[src/design/terrain_height_sampler_assert.svh]
// Assertion macros for the terrain height sampler.
`ifndef TERRAIN_HEIGHT_SAMPLER_ASSERT_SVH
`define TERRAIN_HEIGHT_SAMPLER_ASSERT_SVH
`ifndef SYNTHESIS
`define THS_ASSERT_IMP(label, clk, rst_n, ante, cons) \
	label: assert property (@(posedge clk) disable iff (!rst_n) (ante) |-> (cons)) \
	else $error("assertion failed");
`define THS_ASSERT_NXT(label, clk, rst_n, ante, cons) \
	label: assert property (@(posedge clk) disable iff (!rst_n) (ante) |=> (cons)) \
	else $error("assertion failed");
`else
`define THS_ASSERT_IMP(label, clk, rst_n, ante, cons)
`define THS_ASSERT_NXT(label, clk, rst_n, ante, cons)
`endif
`endif

[src/design/ths_pkg.sv]
// Shared types and constants of the terrain height sampler.
package ths_pkg;
	localparam int unsigned MAX_DIM = 256;
	localparam int unsigned ADDR_W = 16;
	localparam int unsigned POS_W = 24;
	localparam int unsigned RECIP_W = 24;
	localparam int unsigned DIM_W = 9;
	localparam int unsigned HGT_W = 16;
	localparam int unsigned FRAC_BITS = 8;
	localparam int unsigned CFG_IDX_W = 2;
	localparam int unsigned CFG_DATA_W = 24;

	typedef enum logic [CFG_IDX_W-1:0] {
		REG_MAP_WIDTH = 2'd0,
		REG_MAP_LENGTH = 2'd1,
		REG_RECIP_X = 2'd2,
		REG_RECIP_Z = 2'd3
	} cfg_reg_t;

	typedef enum logic {
		KIND_LOAD = 1'b0,
		KIND_QUERY = 1'b1
	} kind_t;

	// Classified item handed from front to back.
	typedef struct packed {
		logic query;
		logic outside;
		logic reverse;
		logic [FRAC_BITS-1:0] fx;
		logic [FRAC_BITS-1:0] fz;
		logic [ADDR_W-1:0] a_bl;
		logic [ADDR_W-1:0] a_br;
		logic [ADDR_W-1:0] a_tl;
		logic [ADDR_W-1:0] a_tr;
	} ths_item_t;
endpackage

[src/design/ths_front.sv]
// Front: scales the position, classifies the query, computes corner addresses.
module ths_front (
	input  logic                              clk,
	input  logic                              arst_n,
	input  logic                              start,
	input  logic                              kind,
	input  logic signed [ths_pkg::POS_W-1:0]  pos_x,
	input  logic signed [ths_pkg::POS_W-1:0]  pos_z,
	input  logic                              reverse_quad,
	input  logic [ths_pkg::DIM_W-1:0]         eff_w,
	input  logic [ths_pkg::DIM_W-1:0]         eff_l,
	input  logic [ths_pkg::RECIP_W-1:0]       recip_x,
	input  logic [ths_pkg::RECIP_W-1:0]       recip_z,
	output logic                              item_valid,
	output ths_pkg::ths_item_t                item
);
	import ths_pkg::*;

	localparam int unsigned PROD_W = POS_W + RECIP_W + 1;
	localparam int unsigned GRID_W = PROD_W - 16;

	// stage 1: products
	logic signed [PROD_W-1:0] px_s1, pz_s1;
	logic v_s1, q_s1, rev_s1;
	// stage 2: cell and fraction
	logic v_s2, q_s2, rev_s2, out_s2;
	logic [DIM_W-1:0] cx_s2, cz_s2, x1_s2, z1_s2;
	logic [FRAC_BITS-1:0] fx_s2, fz_s2;
	// stage 3: row bases (one multiply each)
	logic v_s3;
	logic [ADDR_W+DIM_W-1:0] rb0_s3, rb1_s3;

	logic [GRID_W-1:0] gx, gz;
	logic [GRID_W-FRAC_BITS-1:0] cxw, czw;
	logic out_c;

	always_ff @(posedge clk or negedge arst_n) begin
		if (!arst_n) begin
			v_s1 <= 1'b0;
			v_s2 <= 1'b0;
			v_s3 <= 1'b0;
		end else begin
			v_s1 <= start;
			v_s2 <= v_s1;
			v_s3 <= v_s2;
		end
	end

	always_ff @(posedge clk) begin
		px_s1 <= PROD_W'(pos_x) * $signed({1'b0, recip_x});
		pz_s1 <= PROD_W'(pos_z) * $signed({1'b0, recip_z});
		q_s1 <= (kind == KIND_QUERY);
		rev_s1 <= reverse_quad;
	end

	always_comb begin
		gx = GRID_W'(px_s1 >>> 16);
		gz = GRID_W'(pz_s1 >>> 16);
		cxw = gx[GRID_W-1:FRAC_BITS];
		czw = gz[GRID_W-1:FRAC_BITS];
		out_c = px_s1[PROD_W-1] || pz_s1[PROD_W-1]
			|| (cxw >= (GRID_W-FRAC_BITS)'(eff_w))
			|| (czw >= (GRID_W-FRAC_BITS)'(eff_l));
	end

	always_ff @(posedge clk) begin
		q_s2 <= q_s1;
		rev_s2 <= rev_s1;
		out_s2 <= out_c;
		cx_s2 <= DIM_W'(cxw);
		cz_s2 <= DIM_W'(czw);
		x1_s2 <= ((cxw + 1'b1) < (GRID_W-FRAC_BITS)'(eff_w)) ? DIM_W'(cxw + 1'b1)
			: DIM_W'(cxw);
		z1_s2 <= ((czw + 1'b1) < (GRID_W-FRAC_BITS)'(eff_l)) ? DIM_W'(czw + 1'b1)
			: DIM_W'(czw);
		fx_s2 <= gx[FRAC_BITS-1:0];
		fz_s2 <= gz[FRAC_BITS-1:0];
	end

	logic [DIM_W-1:0] cx_s3, x1_s3;
	logic q_s3, rev_s3, out_s3;
	logic [FRAC_BITS-1:0] fx_s3, fz_s3;

	always_ff @(posedge clk) begin
		rb0_s3 <= (ADDR_W+DIM_W)'(cz_s2 * eff_w);
		rb1_s3 <= (ADDR_W+DIM_W)'(z1_s2 * eff_w);
		cx_s3 <= cx_s2;
		x1_s3 <= x1_s2;
		q_s3 <= q_s2;
		rev_s3 <= rev_s2;
		out_s3 <= out_s2;
		fx_s3 <= fx_s2;
		fz_s3 <= fz_s2;
	end

	assign item_valid = v_s3;
	always_comb begin
		item.query = q_s3;
		item.outside = out_s3;
		item.reverse = rev_s3;
		item.fx = fx_s3;
		item.fz = fz_s3;
		item.a_bl = ADDR_W'(rb0_s3 + cx_s3);
		item.a_br = ADDR_W'(rb0_s3 + x1_s3);
		item.a_tl = ADDR_W'(rb1_s3 + cx_s3);
		item.a_tr = ADDR_W'(rb1_s3 + x1_s3);
	end
endmodule

[config.mk]
export PLATFORM = sky130hd
export DESIGN_NAME = ths_front
export DESIGN_NICKNAME = d
export VERILOG_FILES = /design/src/design/terrain_height_sampler_assert.svh /design/src/design/ths_pkg.sv /design/src/design/ths_front.sv
export SDC_FILE = /design/constraint.sdc
export NUM_CORES = 2
export LEC_CHECK = 0
export ABC_CLOCK_PERIOD_IN_PS = 4670
export BUFFER_PORTS_ARGS = -buffer_cell sky130_fd_sc_hd__buf_2
export CORE_AREA = 2 2 278 280
export CTS_CLUSTER_SIZE = 10
export DETAILED_ROUTE_END_ITERATION = 10
export DIE_AREA = 0 0 280 282
export PLACE_DENSITY = 0.87
export SLEW_MARGIN = 20
export SYNTH_ARGS = -nofsm -noshare
export SYNTH_HDL_FRONTEND = slang
export SYNTH_SLANG_ARGS = --single-unit
[constraint.sdc]
create_clock -name clk -period 4.67 [get_ports clk]
set_input_delay 0.934 -clock clk [delete_from_list [all_inputs] [get_ports clk]]
set_output_delay 0.934 -clock clk [all_outputs]
set_load 0.02 [all_outputs]
# Word level (Yosys, flattened, before mapping)
# Cells that the tools add are included.
[op_classes] n_addsub=6 mul=4 magnitude_cmp=4 n_mux=2 reduce_logical=3
[ops] cell="multiplier 24 x 25 -> 49 bit" n=2
[ops] cell="adder 16 x 9 -> 16 bit" n=4
[ops] cell="adder 25 x 1 -> 25 bit (second input constant)" n=2
[ops] cell=">= comparator 25 x 9 -> 1 bit" n=2
[ops] cell="< comparator 25 x 9 -> 1 bit" n=2
[ops] cell="multiplier 9 x 9 -> 16 bit" n=2
[ops] cell="two-way mux 9 bit" n=2
[ops] cell="logical OR 1 bit" n=3
[word_totals] register_bits=227 inputBits=119 out_inout_bits=84 word_cells=44

# Longest topological paths before layout
[logic_depth] depth_word=3 depth_mapped=27 depth_no_buf=25

# Worst setup path before layout
# OpenSTA, ideal clock, no wires.
[synth_path] path_type="input -> register" startpoint="input port pos_x[3] (netlist name)" endpoint="register px_s1[48]" setup_ns=0.073 arrival_time_ns=7.100 required_time_ns=4.597 setup_slack_ns=-2.503 path_stages=24 n_path_buf=1 path_cell_list="clkbuf_1 -> nand2_1 -> fa_1 -> inv_1 -> fa_1 -> inv_1 -> fa_1 -> fa_1 -> inv_1 -> fa_1 -> fa_1 -> inv_1 -> fa_1 -> inv_1 -> ha_1 -> a21oi_2 -> nor2_1 -> a211oi_1 -> nand2_1 -> or3_1 -> a211oi_2 -> o211ai_1 -> a2111o_1 -> o211ai_2"
[synth_between] elab_chain_cells=1
[synth_lines] element="start, declared" line_no="ths_front.sv:7" rtl="input logic signed [ths_pkg::POS_W-1:0] pos_x,"
[synth_lines] element="multiplier 24 x 25 -> 49 bit" line_no="ths_front.sv:50" rtl="px_s1 <= PROD_W'(pos_x) * $signed({1'b0, recip_x});"
[synth_lines] element="end signal, assigned" line_no="ths_front.sv:50"
[synth_lines] element="end, declared" line_no="ths_front.sv:23" rtl="logic signed [PROD_W-1:0] px_s1, pz_s1;"
# Every way passes these cells.

# Worst setup path after layout
[layout_path] startpoint="input port pos_z[8] (netlist name)" endpoint="register pz_s1[36]"
[layout_between] elab_chain_cells=1
[layout_lines] element="start, declared" line_no="ths_front.sv:8" rtl="input logic signed [ths_pkg::POS_W-1:0] pos_z,"
[layout_lines] element="multiplier 24 x 25 -> 49 bit" line_no="ths_front.sv:51" rtl="pz_s1 <= PROD_W'(pos_z) * $signed({1'b0, recip_z});"
[layout_lines] element="end signal, assigned" line_no="ths_front.sv:51"
[layout_lines] element="end, declared" line_no="ths_front.sv:23"
# Every way passes these cells.

==> reports/metrics.yaml <==
run_status: "finished, violations left"
max_clock_freq_mhz: 136
viasPerCell: 6.17
core-area_mm2: 0.0757
syn_to_final_growth_pct: 20.6
synthXorXnorAreaFrac_pct: 3.01
slowest_stage_delay_on_critical_path_ns: 0.59
drt_drc_violations_left: 0
skew_ns: 0.0197
cp.arrival_ns: 7.77
mappedNetlistNets: 7202
grt_first_pass_wirelength_mm: 231
n_fill_cell: 3840
syn-mean-instance-area_um2: 9.08
report.final.hold_viol_count: 0
initialDrtViolationCount: 4892
rsz0062_at_grt: "yes"
timing.critical_path.slowest_stage_cell: "sky130_fd_sc_hd__o211ai_1"
slew_headroom_pct: 46.1
cp_max_fo: 10
mostFrequentLayoutCells: "1200 x sky130_fd_sc_hd__inv_1, 1003 x sky130_fd_sc_hd__fa_1, 715 x sky130_fd_sc_hd__nand2_1"
pin_count: 203
postPlaceCellArea_mm2: 0.0565
design.die.area_mm2: 0.0790
critPathLaunchType: "primary input"
route.detailed.wl_per_inst_um: 23.4
ys_async_sr_fraction_pct: 1.54
cp_data_required_time_ns: 5.08
worst_hold_path_type: "in2async"
globalRoute.totalOverflow: 0
dpl.cell_count: 6995
die_w_um: 280
synthSimpleGateAreaFrac_pct: 17.2
failed_checks: "setup timing"
post_synth_mux_area_share_pct: 0.0879
dominantRegCellSynth: "sky130_fd_sc_hd__dfxtp_1"
drive_above_1_share_pct: 20.9
worst_setup_hold_path_clk_slew_ns: 0.09
synth-edff-count: 0
synth_compound_gate_area_share_pct: 4.45
timing.setup.critical_path_class: "in2reg"
dominant_combinational_cell_family_by_area_after_synthesis: "adder cells"
drt_pass1_iterations: 9
num_vias: 43800
buffer_ports.inserted: 202
synth-adder-area-share_pct: 56.1
grt_antenna_before_repair: 6
max-clock-path-buffers: 2
finalWeightedCongestion: 0.974
worstSetupEndpointType: "flop"
drtAntennaViolNets: 0
seq_area_frac_synth_pct: 7.87
initial_core_util_pct: 65.8
post-route-worst-setup-slack_ns: -2.69
max_cap_viols: 0
cts_tree: "built"
ffs_latches_synth: 195
final-max-slew-violation-count: 0
stdcell_count: 7104
timing.final.crit_period_ns: 7.36
cts_num_sinks: 195
placement_rows: 101
report.final.setup_viol: 67
synth_warnings: 0
cts_root_buf: "sky130_fd_sc_hd__clkbuf_16"
post_synth_cell_types: 76
final_design_area_no_fill_mm2: 0.0600
die_h_um: 282
pin_count_of_the_biggest_net_entering_global_routing: 24
later_pin_clock_latency_in_the_skew_report_ns: 0.49
h-tree-depth: 4
layout_commonest_cell: "sky130_fd_sc_hd__inv_1"
grt_pass1_vias: 46300
synthCells: 5487
timing_worst_slew_pin_value_ns: 0.800
total_clock_buffers_created_by_cts: 17
syn_area_mm2: 0.0498
detailed_place_hpwl_mm: 112
layout_worst_path_cycle_share_pct: 158
final_net_count: 7823
postRouteWirelength_mm: 166
grt_util_all_layers_pct: 37.3
[per-layer routing]
metal | track usage [%] | vias up | share of wire, %
met2 | 65.1 | 3583 | 48
met4 | 24.3 | 6 | 10
met3 | 6.77 | 1483 | 11
met1 | 42.1 | 21200 | 31
li1 | - | 17500 | -
met5 | 0 | - | 0.042
[kinds of logic (layout without fill, tap and decap cells)]
logic type	count (synthesis)	count (layout)
simple gates	1694	1694
fa+ha+maj	1596	1596
buf+inv	1483	2117
compound gates	344	344
flops	195	195
xor+xnor	171	171
mux	4	4
other cells	0	5
[worst paths after layout]
| kind | from | to | slack, ns | depth (start not counted) |
|---|---|---|---|---|
| max | pos_z[8] | pz_s1[36] | -2.69 | 27 |
| min | arst_n | item_valid | 0.23 | 1 |
| max reg2reg | z1_s2[7] | rb1_s3[15] | 0.12 | 15 |
| min reg2reg | x1_s2[1] | x1_s3[1] | 0.32 | 0 |
| max in group asynchronous | arst_n | v_s1 | 4.34 | 1 |
| min in group clk | x1_s2[1] | x1_s3[1] | 0.32 | 0 |
[state kept, by name (all words and copies together), names as in the netlist, 8 cells and up]
signal and flops:
px_s1 33, pz_s1 33, rb0_s3 16, rb1_s3 16, cx_s2 9, cx_s3 9
cz_s2 9, x1_s2 9, x1_s3 9, z1_s2 9, fx_s2 8, fx_s3 8
fz_s2 8, fz_s3 8
[per-stage QoR]
step,setup TNS [ns],hold slack [ns],setup slack [ns],utilization [%]
final,-141.47,0.226,-2.69,79.3
after CTS,-105.67,0.215,-1.98,77.7
after global placement,-146.33,0.311,-2.59,74.7
after detailed placement,-155.99,0.312,-2.77,74.7
after floorplan,-109.73,0.310,-2.18,-
after global routing,-147.21,0.212,-2.81,79.3
[area by class of cell]
| type | instances | area (um^2) | area share (%) |
|---|---|---|---|
| Sequential cell | 195 | 3920 | 6.53 |
| Timing Repair Buffer | 830 | 7250 | 12.1 |
| Clock buffer | 17 | 425 | 0.708 |
| Clock inverter | 15 | 210 | 0.350 |
| Tap cell | 978 | 1220 | 2.04 |
| Multi-Input combinational cell | 3809 | 42300 | 70.4 |
| Inverter | 1255 | 4710 | 7.85 |
| Antenna cell | 5 | 12.5 | 0.0208 |
[synthesized netlist by cell type, types with 18 or more instances]
cell | instances | area (um^2)
sky130_fd_sc_hd__nand2_1 | 738 | 2770
sky130_fd_sc_hd__fa_1 | 1064 | 21300
sky130_fd_sc_hd__and3_1 | 20 | 125
sky130_fd_sc_hd__nand2b_1 | 39 | 244
sky130_fd_sc_hd__xor2_1 | 56 | 490
sky130_fd_sc_hd__nor3_1 | 27 | 135
sky130_fd_sc_hd__nand4_1 | 35 | 219
sky130_fd_sc_hd__xnor2_1 | 115 | 1010
sky130_fd_sc_hd__ha_1 | 532 | 6660
sky130_fd_sc_hd__and2_1 | 627 | 3920
sky130_fd_sc_hd__nor2_1 | 73 | 274
sky130_fd_sc_hd__dfxtp_1 | 192 | 3840
sky130_fd_sc_hd__inv_1 | 1255 | 4710
sky130_fd_sc_hd__o21bai_1 | 18 | 135
sky130_fd_sc_hd__a21oi_1 | 107 | 536
sky130_fd_sc_hd__o21a_1 | 18 | 135
sky130_fd_sc_hd__clkbuf_1 | 223 | 837
sky130_fd_sc_hd__o21ai_0 | 72 | 360
sky130_fd_sc_hd__a21o_1 | 34 | 255
sky130_fd_sc_hd__nand3_1 | 43 | 215
sky130_fd_sc_hd__nor2b_1 | 48 | 300
[critical path, delay by kind of cell]
family | cells | cell delay [ns]
AOI/OAI and AO/OA | 7 | 1.73
buffers and inverters | 9 | 0.82
and+or+nand+nor | 2 | 0.19
adders and majority gates | 8 | 3.88
xor gates and xnor gates | 1 | 0.19
[repair_timing]
item | 4_1_cts | 5_1_grt
buffers inserted | 34 | 45
gates resized for setup | 356 | 234
hold buffers | 0 | 0
endpoints found under the hold margin | 0 | 0
cloned | 2 | 2
pin swaps | 151 | 137
setup endpoints to repair | 67 | 78
Power is left out: the tool's default activity adds up to more than one toggle a clock period on the data nets, which glitch-free logic cannot reach.
