File: config.mk
export PLATFORM = sky130hd
export DESIGN_NAME = ths_queue
export DESIGN_NICKNAME = d
export VERILOG_FILES = /design/src/design/ths_pkg.sv /design/src/design/ths_queue.sv
export VERILOG_INCLUDE_DIRS = /design/src /design/src/design
export SDC_FILE = /design/constraint.sdc
export NUM_CORES = 1
export LEC_CHECK = 0
export ABC_AREA = 1
export BUFFER_PORTS_ARGS = -buffer_cell sky130_fd_sc_hd__buf_2
export CORE_ASPECT_RATIO = 1.75
export CORE_MARGIN = 10
export CORE_UTILIZATION = 58
export CTS_CLUSTER_DIAMETER = 150
export DETAILED_ROUTE_END_ITERATION = 6
export HOLD_SLACK_MARGIN = 0.1
export PLACE_DENSITY_LB_ADDON = 0.3
export SLEW_MARGIN = 0
export SYNTH_ARGS = -nofsm -noshare
export SYNTH_HDL_FRONTEND = slang
export SYNTH_SLANG_ARGS = --single-unit
export TNS_END_PERCENT = 20
File: constraint.sdc
create_clock -name clk -period 3.6 [get_ports clk]
set_input_delay 0 -clock clk [delete_from_list [all_inputs] [get_ports clk]]
set_output_delay 0 -clock clk [all_outputs]
set_load 0.01 [all_outputs]
File: src/design/terrain_height_sampler_assert.svh
// Assertion macros for the terrain height sampler.
`ifndef TERRAIN_HEIGHT_SAMPLER_ASSERT_SVH
`define TERRAIN_HEIGHT_SAMPLER_ASSERT_SVH
`ifndef SYNTHESIS
`define THS_ASSERT_IMP(label, clk, rst_n, ante, cons) \
	label: assert property (@(posedge clk) disable iff (!rst_n) (ante) |-> (cons)) \
	else $error("assertion failed");
`define THS_ASSERT_NXT(label, clk, rst_n, ante, cons) \
	label: assert property (@(posedge clk) disable iff (!rst_n) (ante) |=> (cons)) \
	else $error("assertion failed");
`else
`define THS_ASSERT_IMP(label, clk, rst_n, ante, cons)
`define THS_ASSERT_NXT(label, clk, rst_n, ante, cons)
`endif
`endif

File: src/design/ths_pkg.sv
// Shared types and constants of the terrain height sampler.
package ths_pkg;
	localparam int unsigned MAX_DIM = 256;
	localparam int unsigned ADDR_W = 16;
	localparam int unsigned POS_W = 24;
	localparam int unsigned RECIP_W = 24;
	localparam int unsigned DIM_W = 9;
	localparam int unsigned HGT_W = 16;
	localparam int unsigned FRAC_BITS = 8;
	localparam int unsigned CFG_IDX_W = 2;
	localparam int unsigned CFG_DATA_W = 24;

	typedef enum logic [CFG_IDX_W-1:0] {
		REG_MAP_WIDTH = 2'd0,
		REG_MAP_LENGTH = 2'd1,
		REG_RECIP_X = 2'd2,
		REG_RECIP_Z = 2'd3
	} cfg_reg_t;

	typedef enum logic {
		KIND_LOAD = 1'b0,
		KIND_QUERY = 1'b1
	} kind_t;

	// Classified item handed from front to back.
	typedef struct packed {
		logic query;
		logic outside;
		logic reverse;
		logic [FRAC_BITS-1:0] fx;
		logic [FRAC_BITS-1:0] fz;
		logic [ADDR_W-1:0] a_bl;
		logic [ADDR_W-1:0] a_br;
		logic [ADDR_W-1:0] a_tl;
		logic [ADDR_W-1:0] a_tr;
	} ths_item_t;
endpackage

File: src/design/ths_queue.sv
// Short FIFO between front and back.
module ths_queue (
	input  logic               clk,
	input  logic               arst_n,
	input  logic               push,
	input  ths_pkg::ths_item_t push_item,
	input  logic               pop,
	output logic               not_empty,
	output ths_pkg::ths_item_t head
);
	import ths_pkg::*;

	ths_item_t mem_q [4];
	logic [1:0] wp_q, rp_q;
	logic [2:0] cnt_q;

	assign not_empty = (cnt_q != 3'd0);
	assign head = mem_q[rp_q];

	always_ff @(posedge clk) begin
		if (push) begin
			mem_q[wp_q] <= push_item;
		end
	end

	always_ff @(posedge clk or negedge arst_n) begin
		if (!arst_n) begin
			wp_q <= '0;
			rp_q <= '0;
			cnt_q <= '0;
		end else begin
			if (push) begin
				wp_q <= wp_q + 1'b1;
			end
			if (pop) begin
				rp_q <= rp_q + 1'b1;
			end
			cnt_q <= cnt_q + {2'b0, push} - {2'b0, pop};
		end
	end

	`include "terrain_height_sampler_assert.svh"
	`THS_ASSERT_IMP(a_no_overflow, clk, arst_n, cnt_q == 3'd4, !push || pop)
	`THS_ASSERT_IMP(a_no_underflow, clk, arst_n, cnt_q == 3'd0, !pop)
	`THS_ASSERT_IMP(a_cnt_range, clk, arst_n, 1'b1, cnt_q <= 3'd4)
endmodule

Word level (Yosys, flattened, before mapping)
Memories as Yosys holds them, arrays and structs flattened.
Cells that the tools add are included.

cells by class
  $add $sub $neg = 4
  multiplexer cells = 2
  reductions and logical operators = 1

operators by type and width
  operator             count
  $add 2x1->2 const B  2
  $add 3x1->3          1
  $reduce_bool 3->1    1
  $sub 3x1->3          1
  $mux 1               2

storage, ports and cells
  register bits after elaboration = 7
  bits in writable memories = 332
  bits of input ports = 87
  output and inout bits = 84
  memories kept = 1

memories
  memory  depth  bits a word  read ports  clocked after Yosys merged registers in  write ports  RTL line         text
  mem_q   4      83           1           0                                        1            ths_queue.sv:13  ths_item_t mem_q [4];

Logic depth before layout (Yosys ltp)
Gate-level depths: netlist of the first run.

  depth after elaboration = 2
  depth in mapped cells = 10
  depth with buffers taken out = 10

Worst setup path before layout of the first run
OpenSTA, ideal clock, no wires.

  path kind = reg2reg
  start = register wp_q[0]
  end = memory mem_q[0][0] (netlist name) (enable)
  arrival = 2.289 ns
  data required time = 3.163 ns
  path slack = 0.874 ns
  cell stages (with the launch flop) = 5
  period minus slack after synthesis = 2.726 ns
  cell sequence = dfrtp_1 -> inv_1 -> ha_1 -> nand2_1 -> inv_1

RTL lines
  what                    RTL line         text
  start, declared         ths_queue.sv:14  logic [1:0] wp_q, rp_q;
  start signal, assigned  ths_queue.sv:33  wp_q <= wp_q + 1'b1;
  end, declared           ths_queue.sv:13

Straight into the memory's write port.

==> results of run 1 <==
## sequential cells by signal, indices dropped and copies added (netlist names)
| signal | cells |
|---|---|
| cnt_q | 3 |
| mem_q | 332 |
| rp_q | 2 |
| wp_q | 2 |
## power breakdown
part | internal [mW] | total [mW] | leakage, nW | switching [mW]
Clock | 1.85 | 3.19 | 0.488 | 1.34
Sequential | 5.17 | 5.39 | 3.13 | 0.223
Combinational | 1.50 | 4.72 | 4.46 | 3.22
## final timing paths
check,cells past startpoint,slack [ns],from,to
setup / recovery,5,1.07,rp_q[1]$_DFFE_PN0P_,head[67]
hold / removal,2,0.19,push_item[5],mem_q[1][5]$_DFFE_PP_
setup reg to reg,5,1.47,wp_q[0]$_DFFE_PN0P_,mem_q[2][38]$_DFFE_PP_
hold reg to reg,2,0.51,cnt_q[1]$_DFF_PN0_,cnt_q[2]$_DFF_PN0_
max in group asynchronous,3,2.94,arst_n,rp_q[1]$_DFFE_PN0P_
min in group asynchronous,3,0.39,arst_n,cnt_q[2]$_DFF_PN0_
## cells by family (layout without fill, tap and decap cells)
logic type / after synthesis / in the layout / share of synthesized area, %
simple gates: 594 / 594 / 16.96
compound gates: 1 / 1 / 0.03475
flops: 339 / 339 / 70.50
xor+xnor: 3 / 3 / 0.1826
fa+ha+maj: 7 / 7 / 0.6609
buf+inv: 402 / 669 / 11.66
other cells: 0 / 4 / 0
## area by class of cell
class                      instances  area, um2
clock inverter                    21      242.7
tap                              312      390.4
clock buffer                      33      740.7
sequential                       339      10150
inverter                         346       1313
antenna                            4      10.01
fill                            1653       7257
multi-input combinational        605       2566
timing repair buffer             269       1862
## timing repair
item	4_1_cts	5_1_grt
hold endpoints to repair	345	0
resized for setup	0	0
setup endpoints to repair	0	0
hold buffers	87	0
## cells in the mapped netlist, drive strengths merged
cell type	number	area [um2]
fa	1	20.02
o21ai	1	5.000
nand2	426	1599
dfrtp	7	175.2
buf	50	354.1
clkbuf	6	22.52
nand3	168	840.8
xor2	3	26.28
inv	346	1301
edfxtp	332	9970
ha	6	75.07
## layer usage
metal / up-vias / global-route usage (%) / share of wire, %
met2: 261 / 35.58 / 54
met5: - / 0 / 0
met4: 0 / 7.853 / 3.1
met3: 61 / 2.870 / 5.1
li1: 4669 / - / -
met1: 4458 / 20.20 / 38
==> results.sh, run 1 <==
export IMPL_run_status="complete, no violations"
export IMPL_yosysSeqAreaShare_pct=70.50
export IMPL_design_area_mm2=0.01728
export IMPL_rows=76
export IMPL_via_count=9449
export IMPL_syn_inst=1346
export IMPL_num_nets_final=1684
export IMPL_total_power_mw=13.30
export IMPL_dp_cells=1784
export IMPL_final_cell_mix="nand2_1 (426), inv_1 (340), edfxtp_1 (332)"
export IMPL_place_area_mm2=0.01541
export IMPL_critical_path_class="register to output port"
export IMPL_ir_drop_mv=0.7540
export IMPL_route_detailed_drc=0
export IMPL_setup_violations=0
export IMPL_grt_usage_pct=18.85
export IMPL_port_buffers=170
export IMPL_drtAntennaViolNets=0
export IMPL_grt_max_degree=169
export IMPL_drt_wl_total_um=30680
export IMPL_pwr_density_cell_mw_per_mm2=769.7
export IMPL_routed_via_density=4.898
export IMPL_maxSlewHeadroom_pct=45.02
export IMPL_crit_slowest_cell="dfrtp_4"
export IMPL_hold_viol=0
export IMPL_tritoncts="built"
export IMPL_final_core_util_pct=70.42
export IMPL_leakage_nw=8.080
export IMPL_slew_viol_final=0
export IMPL_post_dp_hpwl_um=17920
export IMPL_final_common_cell="nand2_1"
export IMPL_clock_skew_ns=0.008762
export IMPL_syn_area_per_cell_um2=10.69
export IMPL_cp_top_family="buffers and inverters"
export IMPL_fp_dieW_um=139.1
export IMPL_cp_max_fo=60
export IMPL_drtIter0Drc=665
export IMPL_firstDrtPassIters=5
export IMPL_yosysWarnings=0
export IMPL_path_clk_slew_ns=0.06
export IMPL_post_drt_wl_per_cell_um=15.90
export IMPL_slowest_delay_ns=0.68
export IMPL_antenna_found_initial=4
export IMPL_cts_buffers=29
export IMPL_fp_dieH_um=228.4
export IMPL_finalWorstSetupSlack_ns=1.071
export IMPL_clk_latency_ns=0.54
export IMPL_synth_seq_cells=339
export IMPL_min_period_ns=2.529
export IMPL_min_delay_path_class="primary input to register"
export IMPL_worst_endpoint_required_ns=3.60
export IMPL_synth_area_mm2=0.01439
export IMPL_fin_tns_setup_ns=0
export IMPL_ios=171
export IMPL_core_area_mm2=0.02453
export IMPL_crit_buf_inv=3
export IMPL_tightest_slew_ns=0.8246
export IMPL_post_route_period_util_pct=70.24
export IMPL_post_cts_setup_buffers=0
export IMPL_initial_utilization_pct=58.65
export IMPL_grt_pass1_vias=10010
export IMPL_synthesis_nets=1440
export IMPL_fmax_ghz=0.3955
export IMPL_arrival_ns=2.53
export IMPL_clockBufferDepth=3
export IMPL_setup_worst_path_end_class="output port"
export IMPL_drive_gt1_share_pct=14.69
export IMPL_clock_sinks=339
export IMPL_startpoint_type="register"
export IMPL_root_buffer="clkbuf_16"
export IMPL_gp_congestion=0.7691
export IMPL_layout_cells_non_filler=1929
export IMPL_holdWs_ns=0.1950
export IMPL_grt_pass1_wl_um=49070
export IMPL_die_area_mm2=0.03176
export IMPL_maxCapViolCount=0
export IMPL_synth_cell_type_count=14
export IMPL_area_delta_synth_final_pct=20.07
export IMPL_pre_cts_slack_ns=1.483
export IMPL_rsz0062_at_grt="false"
export IMPL_crit_chain="clkinv_2 -> buf_12 -> nand3_1 -> nand2_1 -> buf_2"
export IMPL_htreeDepth=1
export IMPL_grt_overflow_total=0
(Power assumes the default switching activity.)
==> inputs of run 2 (changes only) <==
Settings changed: CORE_UTILIZATION 58 to 53.
Clock period 3.6 ns to 2.1 ns, I/O delays scaled along.
==> run 2 against run 1 <==
  * Wire length increased by 3.6%
  * Via count up 1.4%
  * Sequential power grew 70%
  * Clock power increased by 65%
  * Hold slack improved by 0.0047 ns
  * Sequential share of layout area shrank 0.84 points
  * Total power up 74%
==> results.sh, run 2 (same netlist as run 1, synthesis figures left out) <==
export IMPL_design_area_mm2=0.01753
export IMPL_leakage_nw=8.126
export IMPL_top_register="mem_q"
export IMPL_drive_gt1_share_pct=15.55
export IMPL_tritoncts="built"
export IMPL_largest_reg_flops=332
export IMPL_htreeDepth=1
export IMPL_initial_utilization_pct=53.91
export IMPL_fmax_ghz=0.4974
export IMPL_min_period_ns=2.011
export IMPL_routed_via_density=4.917
export IMPL_root_buffer="clkbuf_16"
export IMPL_path_clk_slew_ns=0.07
export IMPL_cp_common_cell="nand2_1"
export IMPL_core_area_mm2=0.02669
export IMPL_setup_worst_path_end_class="output port"
export IMPL_die_area_mm2=0.03440
export IMPL_cp_top_family="buffers and inverters"
export IMPL_setup_violations=0
export IMPL_port_buffers=170
export IMPL_post_drt_wl_per_cell_um=16.31
export IMPL_holdWs_ns=0.1997
export IMPL_critical_path_class="register to output port"
export IMPL_final_core_util_pct=65.67
export IMPL_post_route_period_util_pct=95.74
export IMPL_post_dp_hpwl_um=18150
export IMPL_nFillCells=1944
export IMPL_cts_buffers=29
export IMPL_largestRegisters="mem_q (332), cnt_q (3)"
export IMPL_grt_pass1_wl_um=50650
export IMPL_antenna_found_initial=4
export IMPL_route_detailed_drc=0
export IMPL_min_delay_path_class="primary input to register"
export IMPL_crit_slowest_cell="dfrtp_4"
export IMPL_cp_max_fo=34
export IMPL_finalWorstSetupSlack_ns=0.08948
export IMPL_grt_pass1_vias=10090
export IMPL_drtAntennaViolNets=0
export IMPL_slew_viol_final=0
export IMPL_maxSlewHeadroom_pct=67.25
export IMPL_drt_wl_total_um=31800
export IMPL_crit_chain="inv_8 -> buf_12 -> nand2_1 -> nand3_1 -> nand2_1 -> buf_2"
export IMPL_area_delta_synth_final_pct=21.81
export IMPL_run_status="complete, no violations"
export IMPL_final_common_cell="nand2_1"
export IMPL_clk_latency_ns=0.55
export IMPL_clock_skew_ns=0.005833
export IMPL_grt_overflow_total=0
export IMPL_worst_endpoint_required_ns=2.10
export IMPL_fp_dieH_um=238.0
export IMPL_ios=171
export IMPL_hold_viol=0
export IMPL_firstDrtPassIters=5
export IMPL_arrival_ns=2.01
export IMPL_post_cts_setup_buffers=0
export IMPL_num_nets_final=1692
export IMPL_final_cell_mix="nand2_1 (422), inv_1 (339), edfxtp_1 (332)"
export IMPL_fp_dieW_um=144.6
export IMPL_ir_drop_mv=1.087
export IMPL_gp_congestion=0.7823
export IMPL_clock_sinks=339
export IMPL_crit_buf_inv=3
export IMPL_tightest_slew_ns=0.4913
export IMPL_rows=79
export IMPL_grt_max_degree=85
export IMPL_place_area_mm2=0.01567
export IMPL_pre_cts_slack_ns=0.4072
export IMPL_maxCapViolCount=0
export IMPL_layout_cells_non_filler=1949
export IMPL_via_count=9583
export IMPL_rsz0062_at_grt="false"
export IMPL_grt_usage_pct=18.60
export IMPL_pwr_density_cell_mw_per_mm2=1320
export IMPL_dp_cells=1803
export IMPL_startpoint_type="register"
export IMPL_slowest_delay_ns=0.54
export IMPL_drtIter0Drc=462
export IMPL_clockBufferDepth=3
## run 2: changes by cell type in the layout (fill, tap and decap cells not counted), sizes merged
| cell | before | now |
|---|---|---|
| bufbuf | 0 | 1 |
| bufinv | 5 | 3 |
| buf | 182 | 189 |
| inv | 347 | 343 |
| clkinvlp | 1 | 7 |
## run 2: worst paths after layout
check / from / end / slack [ns] / cells past startpoint
max: rp_q[0]$_DFFE_PN0P_ / head[25] / 0.09 / 6
min in group asynchronous: arst_n / wp_q[1]$_DFFE_PN0P_ / 0.47 / 3
min: push_item[23] / mem_q[2][23]$_DFFE_PP_ / 0.20 / 2
max in group asynchronous: arst_n / rp_q[1]$_DFFE_PN0P_ / 1.34 / 3
max reg2reg: wp_q[0]$_DFFE_PN0P_ / mem_q[0][17]$_DFFE_PP_ / 0.42 / 5
min reg2reg: cnt_q[1]$_DFF_PN0_ / cnt_q[2]$_DFF_PN0_ / 0.50 / 2
## run 2: cell type report
type,instances,area [um2],share of cell area [%]
sequential,339,10150,57.92
multi-input combinational,605,2584,14.74
timing repair buffer,277,2117,12.08
inverter,346,1324,7.553
clock buffer,33,740.7,4.226
tap,324,405.4,2.313
clock inverter,21,193.9,1.107
antenna,4,10.01,0.05711
## run 2: power by group
part           internal [mW]  total [mW]  switching (mW)
Combinational           2.98        8.72            5.74
Clock                   2.92        5.25            2.33
Sequential              8.85        9.16           0.317
## run 2: metrics by stage
stage               setup TNS (ns)  power [mW]
global route                     0       24.57
finish                           0       23.13
detailed placement               0       17.86
global placement                 0       17.65
CTS                              0       23.40
floorplan                   -59.76       14.67
## run 2: layer usage
| metal | track usage [%] | wire [um] |
|---|---|---|
| met5 | 0 | 0 |
| met4 | 7.196 | 734 |
| met3 | 2.824 | 1827 |
| met2 | 34.41 | 17450 |
| met1 | 20.65 | 11790 |
## run 2: what timing repair did
item	CTS	global route
cloned	1	0
setup endpoints to repair	50	10
hold buffers	87	0
hold endpoints to repair	345	0
resized for setup	3	1
==> inputs of run 3 (changes only) <==
Settings changed: BUFFER_PORTS_ARGS -buffer_cell sky130_fd_sc_hd__buf_2 to not set, CORE_UTILIZATION 53 to 57, DONT_BUFFER_PORTS set to 1.
==> run 3 against run 2 <==
  * Die area is 6.3% lower
  * Final cell count down 9.6%
  * First-iteration DRC count rose by 31%
  * Sequential power about the same
  * Hold slack got worse by 0.032 ns
  * Sequential share of layout area grew 3.6 points
  * Clock power fell by 4.8%
  * Count of clock-buffer cells in the layout rose by 2
  * Critical path depth fell by 1
  * Critical path type unchanged
==> results.sh, run 3 (same netlist as run 1, synthesis figures left out) <==
export IMPL_cts_buffers=29
export IMPL_switchingPower_mw=7.903
export IMPL_seq_power_share_pct=42.6
export IMPL_grt_usage_pct=18.02
export IMPL_run_status="complete, no violations"
export IMPL_clock_skew_ns=0.01984
export IMPL_ios=171
export IMPL_r2r_end="cnt_q[2]$_DFF_PN0_"
export IMPL_ff2ff_setup_slack_ns=0.46
export IMPL_root_buffer="clkbuf_16"
export IMPL_antenna_found_initial=5
export IMPL_post_cts_setup_buffers=0
export IMPL_drtIter0Drc=606
export IMPL_top_usage_layer="met2"
export IMPL_layout_cells_non_filler=1761
export IMPL_clock_sinks=339
export IMPL_fp_dieH_um=230.2
export IMPL_combPwrFrac_pct=34.2
export IMPL_hold_viol=0
export IMPL_htreeDepth=1
export IMPL_reg2regPathDepth=9
export IMPL_critical_path_class="register to output port"
export IMPL_met3_usage_pct=3.838
export IMPL_timing_rr_start="cnt_q[0]$_DFF_PN0_"
export IMPL_area_delta_synth_final_pct=14.73
export IMPL_pre_cts_slack_ns=0.4778
export IMPL_final_core_util_pct=66.77
export IMPL_route_detailed_drc=0
export IMPL_routed_via_density=5.040
export IMPL_grt_pass1_wl_um=46860
export IMPL_ir_drop_mv=1.149
export IMPL_netSwitchingFraction_pct=36.74
export IMPL_gp_congestion=0.7456
export IMPL_final_common_cell="nand2_1"
export IMPL_met1_usage_pct=19.79
export IMPL_dp_cells=1619
export IMPL_rows=76
export IMPL_min_from="push_item[31]"
export IMPL_post_dp_hpwl_um=18100
export IMPL_initial_utilization_pct=58.20
export IMPL_whs_endpoint="mem_q[3][31]$_DFFE_PP_"
export IMPL_maxSlewHeadroom_pct=69.80
export IMPL_slew_viol_final=0
export IMPL_fin_tns_setup_ns=0
export IMPL_setup_worst_path_end_class="output port"
export IMPL_min_delay_path_class="primary input to register"
export IMPL_largestRegisters="mem_q (332), cnt_q (3)"
export IMPL_largest_reg_flops=332
export IMPL_tritoncts="built"
export IMPL_pwr_density_cell_mw_per_mm2=1303
export IMPL_nFillCells=1778
export IMPL_drive_gt1_share_pct=4.983
export IMPL_top_register="mem_q"
export IMPL_maxCapViolCount=0
export IMPL_grt_pass1_vias=8858
export IMPL_worst_endpoint_required_ns=2.10
export IMPL_fmax_ghz=0.5108
export IMPL_tightest_slew_ns=0.4530
export IMPL_p_int_mw=13.61
export IMPL_use_met2_pct=33.12
export IMPL_finalWorstSetupSlack_ns=0.1423
export IMPL_clk_latency_ns=0.55
export IMPL_drt_wl_total_um=29990
export IMPL_leakage_nw=7.383
export IMPL_design_area_mm2=0.01651
export IMPL_grt_max_degree=169
export IMPL_arrival_ns=1.96
export IMPL_port_buffers=0
export IMPL_cp_max_fo=36
export IMPL_core_area_mm2=0.02472
export IMPL_final_cell_mix="nand2_1 (422), inv_1 (339), edfxtp_1 (332)"
export IMPL_num_nets_final=1520
export IMPL_die_area_mm2=0.03225
export IMPL_grt_overflow_total=0
export IMPL_setup_violations=0
export IMPL_post_drt_wl_per_cell_um=17.03
export IMPL_rsz0062_at_grt="false"
export IMPL_clockBufferDepth=3
export IMPL_via_count=8876
export IMPL_fp_dieW_um=140.1
export IMPL_startpoint_type="register"
export IMPL_min_period_ns=1.958
export IMPL_pwr_share_clk_pct=23.2
export IMPL_place_area_mm2=0.01472
export IMPL_drtAntennaViolNets=0
export IMPL_min_path_cells=1
export IMPL_post_route_period_util_pct=93.23
export IMPL_firstDrtPassIters=5
export IMPL_path_clk_slew_ns=0.07
==> run 3: repair_timing <==
action	4_1_cts	5_1_grt
hold buffers	87	0
hold endpoints to repair	678	0
endpoints found under the setup margin	0	48
resized for setup	0	2
==> run 3: worst max-delay path, stage by stage, from the launching register on <==
cell	delay [ns]
dfrtp_4	0.54
inv_6	0.28
buf_12	0.24
nand2_1	0.09
nand3_1	0.09
nand2_1	0.15
==> run 3: worst max-delay path by stage <==
| stage | endpoint | cells after the start | from | slack [ns] |
|---|---|---|---|---|
| after CTS | head[81] | 5 | rp_q[0]$_DFFE_PN0P_ | 0.03 |
| after global placement | cnt_q[2]$_DFF_PN0_ | 9 | cnt_q[0]$_DFF_PN0_ | 0.49 |
| after global routing | head[70] | 5 | rp_q[0]$_DFFE_PN0P_ | 0.03 |
| final | head[81] | 5 | rp_q[0]$_DFFE_PN0P_ | 0.14 |
| after detailed placement | cnt_q[2]$_DFF_PN0_ | 9 | cnt_q[0]$_DFF_PN0_ | 0.48 |
| after floorplan | mem_q[0][0]$_DFFE_PP_ | 4 | wp_q[0]$_DFFE_PN0P_ | -0.19 |
==> run 3: routing by layer <==
metal,share of wire [%],vias up
met5,0.023,-
met4,2.7,2
met3,5.7,52
met2,54,240
met1,37,4241
li1,-,4341
==> run 3: final cells by class <==
type	instances	area, um2	area share, %
Clock buffer	35	748.2	4.532
Tap cell	312	390.4	2.365
Multi-Input combinational cell	605	2584	15.65
Inverter	346	1320	7.996
Timing Repair Buffer	105	1181	7.155
Sequential cell	339	10150	61.50
Antenna cell	4	10.01	0.06063
Clock inverter	15	122.6	0.7428
==> run 3: power groups by stage <==
stage	Combinational (mW)	Clock, mW	Sequential [mW]
final	7.35	5.00	9.17
after global routing	8.21	5.34	9.26
after global placement	7.07	0	9.24
after floorplan	5.42	0	9.24
after detailed placement	7.21	0	9.29
after CTS	7.45	5.10	9.15
==> run 3: per-stage QoR <==
stage / power, mW / hold WS [ns]
global route: 22.82 / 0.1631
floorplan: 14.67 / -0.2956
finish: 21.51 / 0.1682
detailed placement: 16.51 / -0.2953
CTS: 21.70 / 0.1435
global placement: 16.31 / -0.2952
